## src/rtl/ipdb_pkg.sv

```systemverilog
package ipdb_pkg;

	localparam int NUM_BITS_DEF  = 8;
	localparam int TIME_BITS_DEF = 20;

	localparam int COUNT_W   = 6;
	localparam int SLOT_W    = 6;
	localparam int CFG_IDX_W = 3;
	localparam int BYTE_W    = 8;

	localparam logic [COUNT_W-1:0] COUNT_MAX = '1;

	localparam int unsigned ZERO_MIN_RST  = 1000;
	localparam int unsigned ZERO_MAX_RST  = 1200;
	localparam int unsigned ONE_MIN_RST   = 2000;
	localparam int unsigned ONE_MAX_RST   = 2300;
	localparam int unsigned FIRST_SLOT_RST = 17;

	typedef enum logic [CFG_IDX_W-1:0] {
		CFG_ZERO_MIN   = 3'd0,
		CFG_ZERO_MAX   = 3'd1,
		CFG_ONE_MIN    = 3'd2,
		CFG_ONE_MAX    = 3'd3,
		CFG_FIRST_SLOT = 3'd4
	} cfg_idx_t;

	typedef enum logic {
		ACT_EDGE    = 1'b0,
		ACT_TIMEOUT = 1'b1
	} action_t;

	typedef struct packed {
		logic fire;
		logic timeout;
	} frame_ctl_t;

	typedef struct packed {
		logic               frame_active;
		logic [COUNT_W-1:0] edge_count;
	} frame_status_t;

endpackage

```

## src/rtl/ipdb_cfg_regs.sv

```systemverilog
module ipdb_cfg_regs #(
	parameter int TIME_BITS = ipdb_pkg::TIME_BITS_DEF
) (
	input  logic                             clk,
	input  logic                             arst_n,
	input  logic                             cfg_we,
	input  logic [ipdb_pkg::CFG_IDX_W-1:0]   cfg_index,
	input  logic [TIME_BITS-1:0]             cfg_wdata,
	output logic [TIME_BITS-1:0]             zero_min_q,
	output logic [TIME_BITS-1:0]             zero_max_q,
	output logic [TIME_BITS-1:0]             one_min_q,
	output logic [TIME_BITS-1:0]             one_max_q,
	output logic [ipdb_pkg::SLOT_W-1:0]      first_slot_q
);

	always_ff @(posedge clk or negedge arst_n) begin
		if (!arst_n) begin
			zero_min_q   <= TIME_BITS'(ipdb_pkg::ZERO_MIN_RST);
			zero_max_q   <= TIME_BITS'(ipdb_pkg::ZERO_MAX_RST);
			one_min_q    <= TIME_BITS'(ipdb_pkg::ONE_MIN_RST);
			one_max_q    <= TIME_BITS'(ipdb_pkg::ONE_MAX_RST);
			first_slot_q <= ipdb_pkg::SLOT_W'(ipdb_pkg::FIRST_SLOT_RST);
		end else if (cfg_we) begin
			unique case (cfg_index)
				ipdb_pkg::CFG_ZERO_MIN:   zero_min_q   <= cfg_wdata;
				ipdb_pkg::CFG_ZERO_MAX:   zero_max_q   <= cfg_wdata;
				ipdb_pkg::CFG_ONE_MIN:    one_min_q    <= cfg_wdata;
				ipdb_pkg::CFG_ONE_MAX:    one_max_q    <= cfg_wdata;
				ipdb_pkg::CFG_FIRST_SLOT: first_slot_q <= cfg_wdata[ipdb_pkg::SLOT_W-1:0];
				default: ;
			endcase
		end
	end

endmodule

```

## src/rtl/ipdb_frame.sv

```systemverilog
module ipdb_frame #(
	parameter int NUM_BITS  = ipdb_pkg::NUM_BITS_DEF,
	parameter int TIME_BITS = ipdb_pkg::TIME_BITS_DEF
) (
	input  logic                          clk,
	input  logic                          arst_n,
	input  ipdb_pkg::frame_ctl_t          ctl,
	input  logic [TIME_BITS-1:0]          interval,
	input  logic [TIME_BITS-1:0]          zero_min,
	input  logic [TIME_BITS-1:0]          zero_max,
	input  logic [TIME_BITS-1:0]          one_min,
	input  logic [TIME_BITS-1:0]          one_max,
	input  logic [ipdb_pkg::SLOT_W-1:0]   first_slot,
	output logic [ipdb_pkg::BYTE_W-1:0]   data_byte,
	output ipdb_pkg::frame_status_t       status
);

	localparam int IDX_W = (NUM_BITS > 1) ? $clog2(NUM_BITS) : 1;

	logic                         frame_active_q;
	logic [ipdb_pkg::COUNT_W-1:0] edge_count_q;
	logic [TIME_BITS-1:0]         slot_q [NUM_BITS];
	logic [NUM_BITS-1:0]          held_q;
	logic [NUM_BITS-1:0]          held_d;
	logic [ipdb_pkg::COUNT_W:0]   rel;
	logic                         slot_hit;
	logic                         edge_fire;
	logic                         end_fire;

	assign edge_fire = ctl.fire && !ctl.timeout;
	assign end_fire  = ctl.fire && ctl.timeout && frame_active_q;

	// edge count relative to the first kept slot
	assign rel      = {1'b0, edge_count_q} - {1'b0, first_slot};
	assign slot_hit = !rel[ipdb_pkg::COUNT_W] &&
		(rel[ipdb_pkg::COUNT_W-1:0] < ipdb_pkg::COUNT_W'(NUM_BITS));

	always_ff @(posedge clk or negedge arst_n) begin
		if (!arst_n) begin
			frame_active_q <= 1'b0;
			edge_count_q   <= '0;
			held_q         <= '0;
		end else if (edge_fire) begin
			frame_active_q <= 1'b1;
			if (frame_active_q && edge_count_q != ipdb_pkg::COUNT_MAX)
				edge_count_q <= edge_count_q + 1'b1;
		end else if (end_fire) begin
			frame_active_q <= 1'b0;
			edge_count_q   <= '0;
			held_q         <= held_d;
		end
	end

	for (genvar i = 0; i < NUM_BITS; i++) begin : g_slot
		logic zero_hit;
		logic one_hit;

		always_ff @(posedge clk or negedge arst_n) begin
			if (!arst_n)
				slot_q[i] <= '0;
			else if (edge_fire && frame_active_q && slot_hit &&
					rel[IDX_W-1:0] == IDX_W'(i))
				slot_q[i] <= interval;
		end

		assign zero_hit = (slot_q[i] > zero_min) && (slot_q[i] < zero_max);
		assign one_hit  = (slot_q[i] > one_min) && (slot_q[i] < one_max);

		always_comb begin
			if (zero_hit)
				held_d[i] = 1'b0;
			else if (one_hit)
				held_d[i] = 1'b1;
			else
				held_d[i] = held_q[i];
		end
	end

	for (genvar b = 0; b < ipdb_pkg::BYTE_W; b++) begin : g_byte
		if (b < NUM_BITS) begin : g_bit
			assign data_byte[b] = held_d[b];
		end else begin : g_pad
			assign data_byte[b] = 1'b0;
		end
	end

	assign status.frame_active = frame_active_q;
	assign status.edge_count   = edge_count_q;

endmodule

```

## src/rtl/ir_pulse_distance_byte_decoder.sv

```systemverilog
// IR pulse-distance byte decoder. Each input transaction is either a falling
// edge of the receiver (tuser 0, tdata holds the microseconds since the
// previous edge) or a frame timeout (tuser 1, tdata ignored). The first edge
// after idle opens a frame; later edges store their interval at the slot
// given by a count that saturates at 63, and only the NUM_BITS slots starting
// at first_slot are kept. A timeout during a frame classifies the kept
// intervals against the exclusive zero and one windows (an interval in
// neither window keeps that bit from the previous frame), sends one byte
// transaction and returns to idle; a timeout while idle gives nothing. One
// transaction is taken every clock cycle unless a frame end waits on a stalled
// output byte; each item passes the input register, then its byte the output
// register. The user must write registers through the cfg port only while no
// transaction is in flight; the block itself does not enforce this.
module ir_pulse_distance_byte_decoder #(
	parameter int NUM_BITS  = ipdb_pkg::NUM_BITS_DEF,
	parameter int TIME_BITS = ipdb_pkg::TIME_BITS_DEF
) (
	input  logic                           clk,
	input  logic                           arst_n,
	input  logic                           cfg_we,
	input  logic [ipdb_pkg::CFG_IDX_W-1:0] cfg_index,
	input  logic [TIME_BITS-1:0]           cfg_wdata,
	input  logic                           s_tvalid,
	output logic                           s_tready,
	input  logic [((TIME_BITS+7)/8)*8-1:0] s_tdata,  // interval_us
	input  logic                           s_tuser,  // action
	output logic                           m_tvalid,
	input  logic                           m_tready,
	output logic [ipdb_pkg::BYTE_W-1:0]    m_tdata   // data_byte
);

	logic [TIME_BITS-1:0]         zero_min;
	logic [TIME_BITS-1:0]         zero_max;
	logic [TIME_BITS-1:0]         one_min;
	logic [TIME_BITS-1:0]         one_max;
	logic [ipdb_pkg::SLOT_W-1:0]  first_slot;

	logic                         valid_s1;
	ipdb_pkg::action_t            action_s1;
	logic [TIME_BITS-1:0]         interval_s1;

	ipdb_pkg::frame_ctl_t         ctl;
	ipdb_pkg::frame_status_t      status;
	logic [ipdb_pkg::BYTE_W-1:0]  byte_d;
	logic                         emit;
	logic                         advance;

	ipdb_cfg_regs #(
		.TIME_BITS (TIME_BITS)
	) u_cfg (
		.clk          (clk),
		.arst_n       (arst_n),
		.cfg_we       (cfg_we),
		.cfg_index    (cfg_index),
		.cfg_wdata    (cfg_wdata),
		.zero_min_q   (zero_min),
		.zero_max_q   (zero_max),
		.one_min_q    (one_min),
		.one_max_q    (one_max),
		.first_slot_q (first_slot)
	);

	assign emit     = valid_s1 && action_s1 == ipdb_pkg::ACT_TIMEOUT && status.frame_active;
	assign advance  = valid_s1 && (!emit || !m_tvalid || m_tready);
	assign s_tready = !valid_s1 || advance;

	always_ff @(posedge clk or negedge arst_n) begin
		if (!arst_n)
			valid_s1 <= 1'b0;
		else if (s_tready)
			valid_s1 <= s_tvalid;
	end

	always_ff @(posedge clk) begin
		if (s_tvalid && s_tready) begin
			action_s1   <= ipdb_pkg::action_t'(s_tuser);
			interval_s1 <= s_tdata[TIME_BITS-1:0];
		end
	end

	assign ctl.fire    = advance;
	assign ctl.timeout = action_s1 == ipdb_pkg::ACT_TIMEOUT;

	ipdb_frame #(
		.NUM_BITS  (NUM_BITS),
		.TIME_BITS (TIME_BITS)
	) u_frame (
		.clk        (clk),
		.arst_n     (arst_n),
		.ctl        (ctl),
		.interval   (interval_s1),
		.zero_min   (zero_min),
		.zero_max   (zero_max),
		.one_min    (one_min),
		.one_max    (one_max),
		.first_slot (first_slot),
		.data_byte  (byte_d),
		.status     (status)
	);

	always_ff @(posedge clk or negedge arst_n) begin
		if (!arst_n)
			m_tvalid <= 1'b0;
		else if (advance && emit)
			m_tvalid <= 1'b1;
		else if (m_tready)
			m_tvalid <= 1'b0;
	end

	always_ff @(posedge clk) begin
		if (advance && emit)
			m_tdata <= byte_d;
	end

	a_timeout_emits: assert property (@(posedge clk) disable iff (!arst_n)
		advance && emit |=> m_tvalid)
		else $error("frame end did not produce a byte");

	a_edge_opens: assert property (@(posedge clk) disable iff (!arst_n)
		advance && !ctl.timeout |=> status.frame_active)
		else $error("edge did not leave a frame open");

	a_timeout_clears: assert property (@(posedge clk) disable iff (!arst_n)
		advance && ctl.timeout |=> !status.frame_active && status.edge_count == '0)
		else $error("timeout did not return to idle");

	a_idle_count: assert property (@(posedge clk) disable iff (!arst_n)
		!status.frame_active |-> status.edge_count == '0)
		else $error("edge count moved while idle");

endmodule

```

## config.mk

```make
export PLATFORM = sky130hd
export DESIGN_NAME = ir_pulse_distance_byte_decoder
export DESIGN_NICKNAME = d
export VERILOG_FILES = /design/src/rtl/ipdb_pkg.sv /design/src/rtl/ipdb_cfg_regs.sv /design/src/rtl/ipdb_frame.sv /design/src/rtl/ir_pulse_distance_byte_decoder.sv
export SDC_FILE = /design/constraint.sdc
export NUM_CORES = 1
export LEC_CHECK = 0
export BUFFER_PORTS_ARGS = -buffer_cell sky130_fd_sc_hd__buf_2
export CORE_AREA = 2 2 317 319
export DETAILED_ROUTE_END_ITERATION = 7
export DIE_AREA = 0 0 319 321
export PLACE_DENSITY = 0.5
export SETUP_SLACK_MARGIN = 0.15
export SLEW_MARGIN = 20
export SYNTH_ARGS = -nofsm -noshare
export SYNTH_HDL_FRONTEND = slang
export SYNTH_SLANG_ARGS = --single-unit
```

## constraint.sdc

```tcl
create_clock -name clk -period 7.4 [get_ports clk]
set_input_delay 1.11 -clock clk [delete_from_list [all_inputs] [get_ports clk]]
set_output_delay 1.11 -clock clk [all_outputs]
set_load 0.005 [all_outputs]
```

==> qor.txt <==
Status = completed
Nets@finish = 3195
# hold bufs at CTS = 0
RSZ-0062 raised after global routing = no
Synth Flop Type = dfrtp_1
Sequential element share of the synthesized area = 0.304
DRC = 0
Max Root-Sink Buffers = 3
CTS buffer count = 38
Period utilization = 0.501
CTS HTree Levels = 2
Number of diodes = 0
Max-slew headroom = 0.165
Vias per inst = 5.18
Final setup violation count = 0
Yosys reg bits = 292
Num ports = 63
WHS Endpoint = u_frame.held_q[2]$_DFFE_PN0P_
Peak Freq = 270 MHz
Peak VDD IR = 153 µV
Clock transition at the registers of the reported paths = 0.06 ns
Worst R2R Setup Slack = 3.69 ns
Overall routing resource usage = 0.184
Mapped Cells = 2428
Synth area leaders = ha_1 32%, dfrtp_1 24%, mux2_2 7.5%, a21oi_1 5.1%, edfxtp_1 3.5%
Fin area = 0.0278 mm²
Vias in the first global route = 18900
Post-Synthesis Cell Area = 0.0246 mm²
Initial Util = 0.248
First element of the critical path = u_cfg.zero_min_q[7]$_DFFE_PN1P_
Initial antenna violation count = 7
Slew at the pin closest to its max-slew limit = 1.24 ns
Setup crit end kind = register
Syn-to-layout area delta = 13.1%
Hold Path Origin = u_frame.held_q[2]$_DFFE_PN0P_
Number of setup buffers added after CTS = 0
Row Count = 116
Pwr Total = 0.00906 W
Via count = 19900
RR Endpoint = m_tdata[1]$_DFFE_PP_
Post-CTS sizing = 0
Post-synth cell types = 63
Power per Cell Area = 326 mW/mm²
Sink Count = 292
CTS tree = yes
Largest area contributor in the netlist = ha_1
Fin. max-slew vios = 0
Commonest cells post-synth = 631 x ha_1, 253 x a21oi_1, 238 x dfrtp_1, 217 x nand2_1, 164 x mux2_2
Die footprint = 0.102 mm²
Number of standard cells in the final layout excluding fillers = 3837
Synth Net Count = 3113
Routed wire length = 95.6 mm
1st-iter DRT viols = 1654
Hold/Removal Path Class = reg -> reg
Root Buffer = clkbuf_16
Crit path time final = 3.71 ns
Leakage Power = 13.8 nW
Port Buffers = 58
Dpl cell area = 0.0265 mm²
Final GP Congestion = 0.930
Antenna-violating nets left = 0
R2R depth = 8
Fin. Hold Viols = 0
Die outline height = 321 µm
Die W = 319 µm
Gr ovfl total = 0
WS Path Type = reg -> reg
CP Launch Type = register
Post-synth EDFFs = 29
Synth warn = 0
Worst skew pair latency = 0.57 ns
Mean area per synthesized cell = 10.1 µm²
Critical path required time = 7.65 ns
Area share of the largest cell type after synthesis = 0.321
Hold depth = 1
Setup TNS = 0 ns
Synth async-reset ratio = 0.901
WL/cell = 24.9 µm
First-pass GRT wire length = 137 mm
Core Region = 0.0993 mm²
Largest net degree at the start of global routing = 130
FF-to-FF Start = u_cfg.zero_min_q[7]$_DFFE_PN1P_
DRT Pass-1 Iters = 5
Cells after DPL = 3768
Share of layout cells above drive strength 1 = 0.138
Critical Path AT = 3.96 ns
Number of max-cap violations = 0
Max FO, Critical Path = 9
Worst-case clock skew = 0.0271 ns
Post-DP HPWL = 71.6 mm
Most instantiated library cell after synthesis = ha_1
==> power breakdown <==
part	internal (W)	switching [W]
Sequential	0.00202	0.000556
Clock	0.00119	0.000786
Combinational	0.00170	0.00281
==> metrics by stage <==
stage                     hold WS (ns)  setup WS, ns   util
after floorplan                  0.461          4.73      -
after global placement           0.473          3.76  0.267
after detailed placement         0.479          3.76  0.267
after CTS                        0.495          3.72  0.280
after global routing             0.519          3.63  0.280
final                            0.501          3.69  0.280
==> metal layers <==
metal  vias up  part of all wire  GRT usage
met4         2             0.049     0.0817
met5         -           0.00015          0
met3       139             0.056     0.0253
met1      9763              0.45      0.247
met2       559              0.45      0.295
li1       9425                 -          -
==> kinds of logic (layout without fill, tap and decap cells) <==
logic type / count (synthesis) / after routing / synth area share
AOI/OAI and AO/OA: 591 / 591 / 0.142
xor gates and xnor gates: 7 / 7 / 0.00249
adders and majority gates: 632 / 632 / 0.322
buffers and inverters: 144 / 255 / 0.0233
DFF: 292 / 292 / 0.304
muxes: 185 / 185 / 0.0876
and+or+nand+nor: 577 / 577 / 0.119
==> sequential cells by signal (all words and copies together) (netlist names), 6 cells and up <==
name                  count
u_cfg.first_slot_q        6
m_tdata                   8
u_frame.held_q            8
u_cfg.zero_min_q         20
u_cfg.zero_max_q         20
u_frame.edge_count_q      6
u_frame.slot_q          160
u_cfg.one_max_q          20
interval_s1              20
u_cfg.one_min_q          20
==> how the worst max path moves through the flow <==
stage | end | depth (start not counted) | slack (ns)
finish | m_tdata[1]$_DFFE_PP_ | 8 | 3.69
global route | m_tdata[1]$_DFFE_PP_ | 8 | 3.63
CTS | m_tdata[1]$_DFFE_PP_ | 8 | 3.72
detailed placement | m_tdata[1]$_DFFE_PP_ | 8 | 3.76
global placement | m_tdata[1]$_DFFE_PP_ | 8 | 3.76
floorplan | action_s1$_DFFE_PP_ | 3 | 4.73
==> critical path: stages, from the launching register on <==
cell and delay, ns:
dfstp_2 0.51, inv_1 0.20, ha_1 0.41, and4_1 0.36, nor4bb_1 0.53, a21boi_0 0.38, a2111oi_0 0.12, a2111oi_0 0.58
nor2_1 0.28
==> cell type report <==
class | instances | area [µm²]
Tap cell | 1298 | 1620
Fill cell | 10500 | 71400
Sequential cell | 292 | 7480
Clock buffer | 57 | 1120
Clock inverter | 12 | 168
Inverter | 111 | 417
Timing Repair Buffer | 75 | 440
Multi-Input combinational cell | 1992 | 16600
==> placed cells by master, fill, tap and decap left out, types with 21 or more instances in the layout <==
master and instances:
and4_1 36, o211ai_1 21, o21ai_0 162, a21oi_1 253
a21o_1 44, ha_1 631, a211oi_1 22, dfrtp_1 238
buf_2 57, nand4_1 82, mux2_2 164, nand3_1 50
clkbuf_16 40, dfstp_2 25, nand2_1 217, edfxtp_1 29
nor2b_1 29, inv_1 111, nor2_1 76
(Power assumes the default switching activity.)
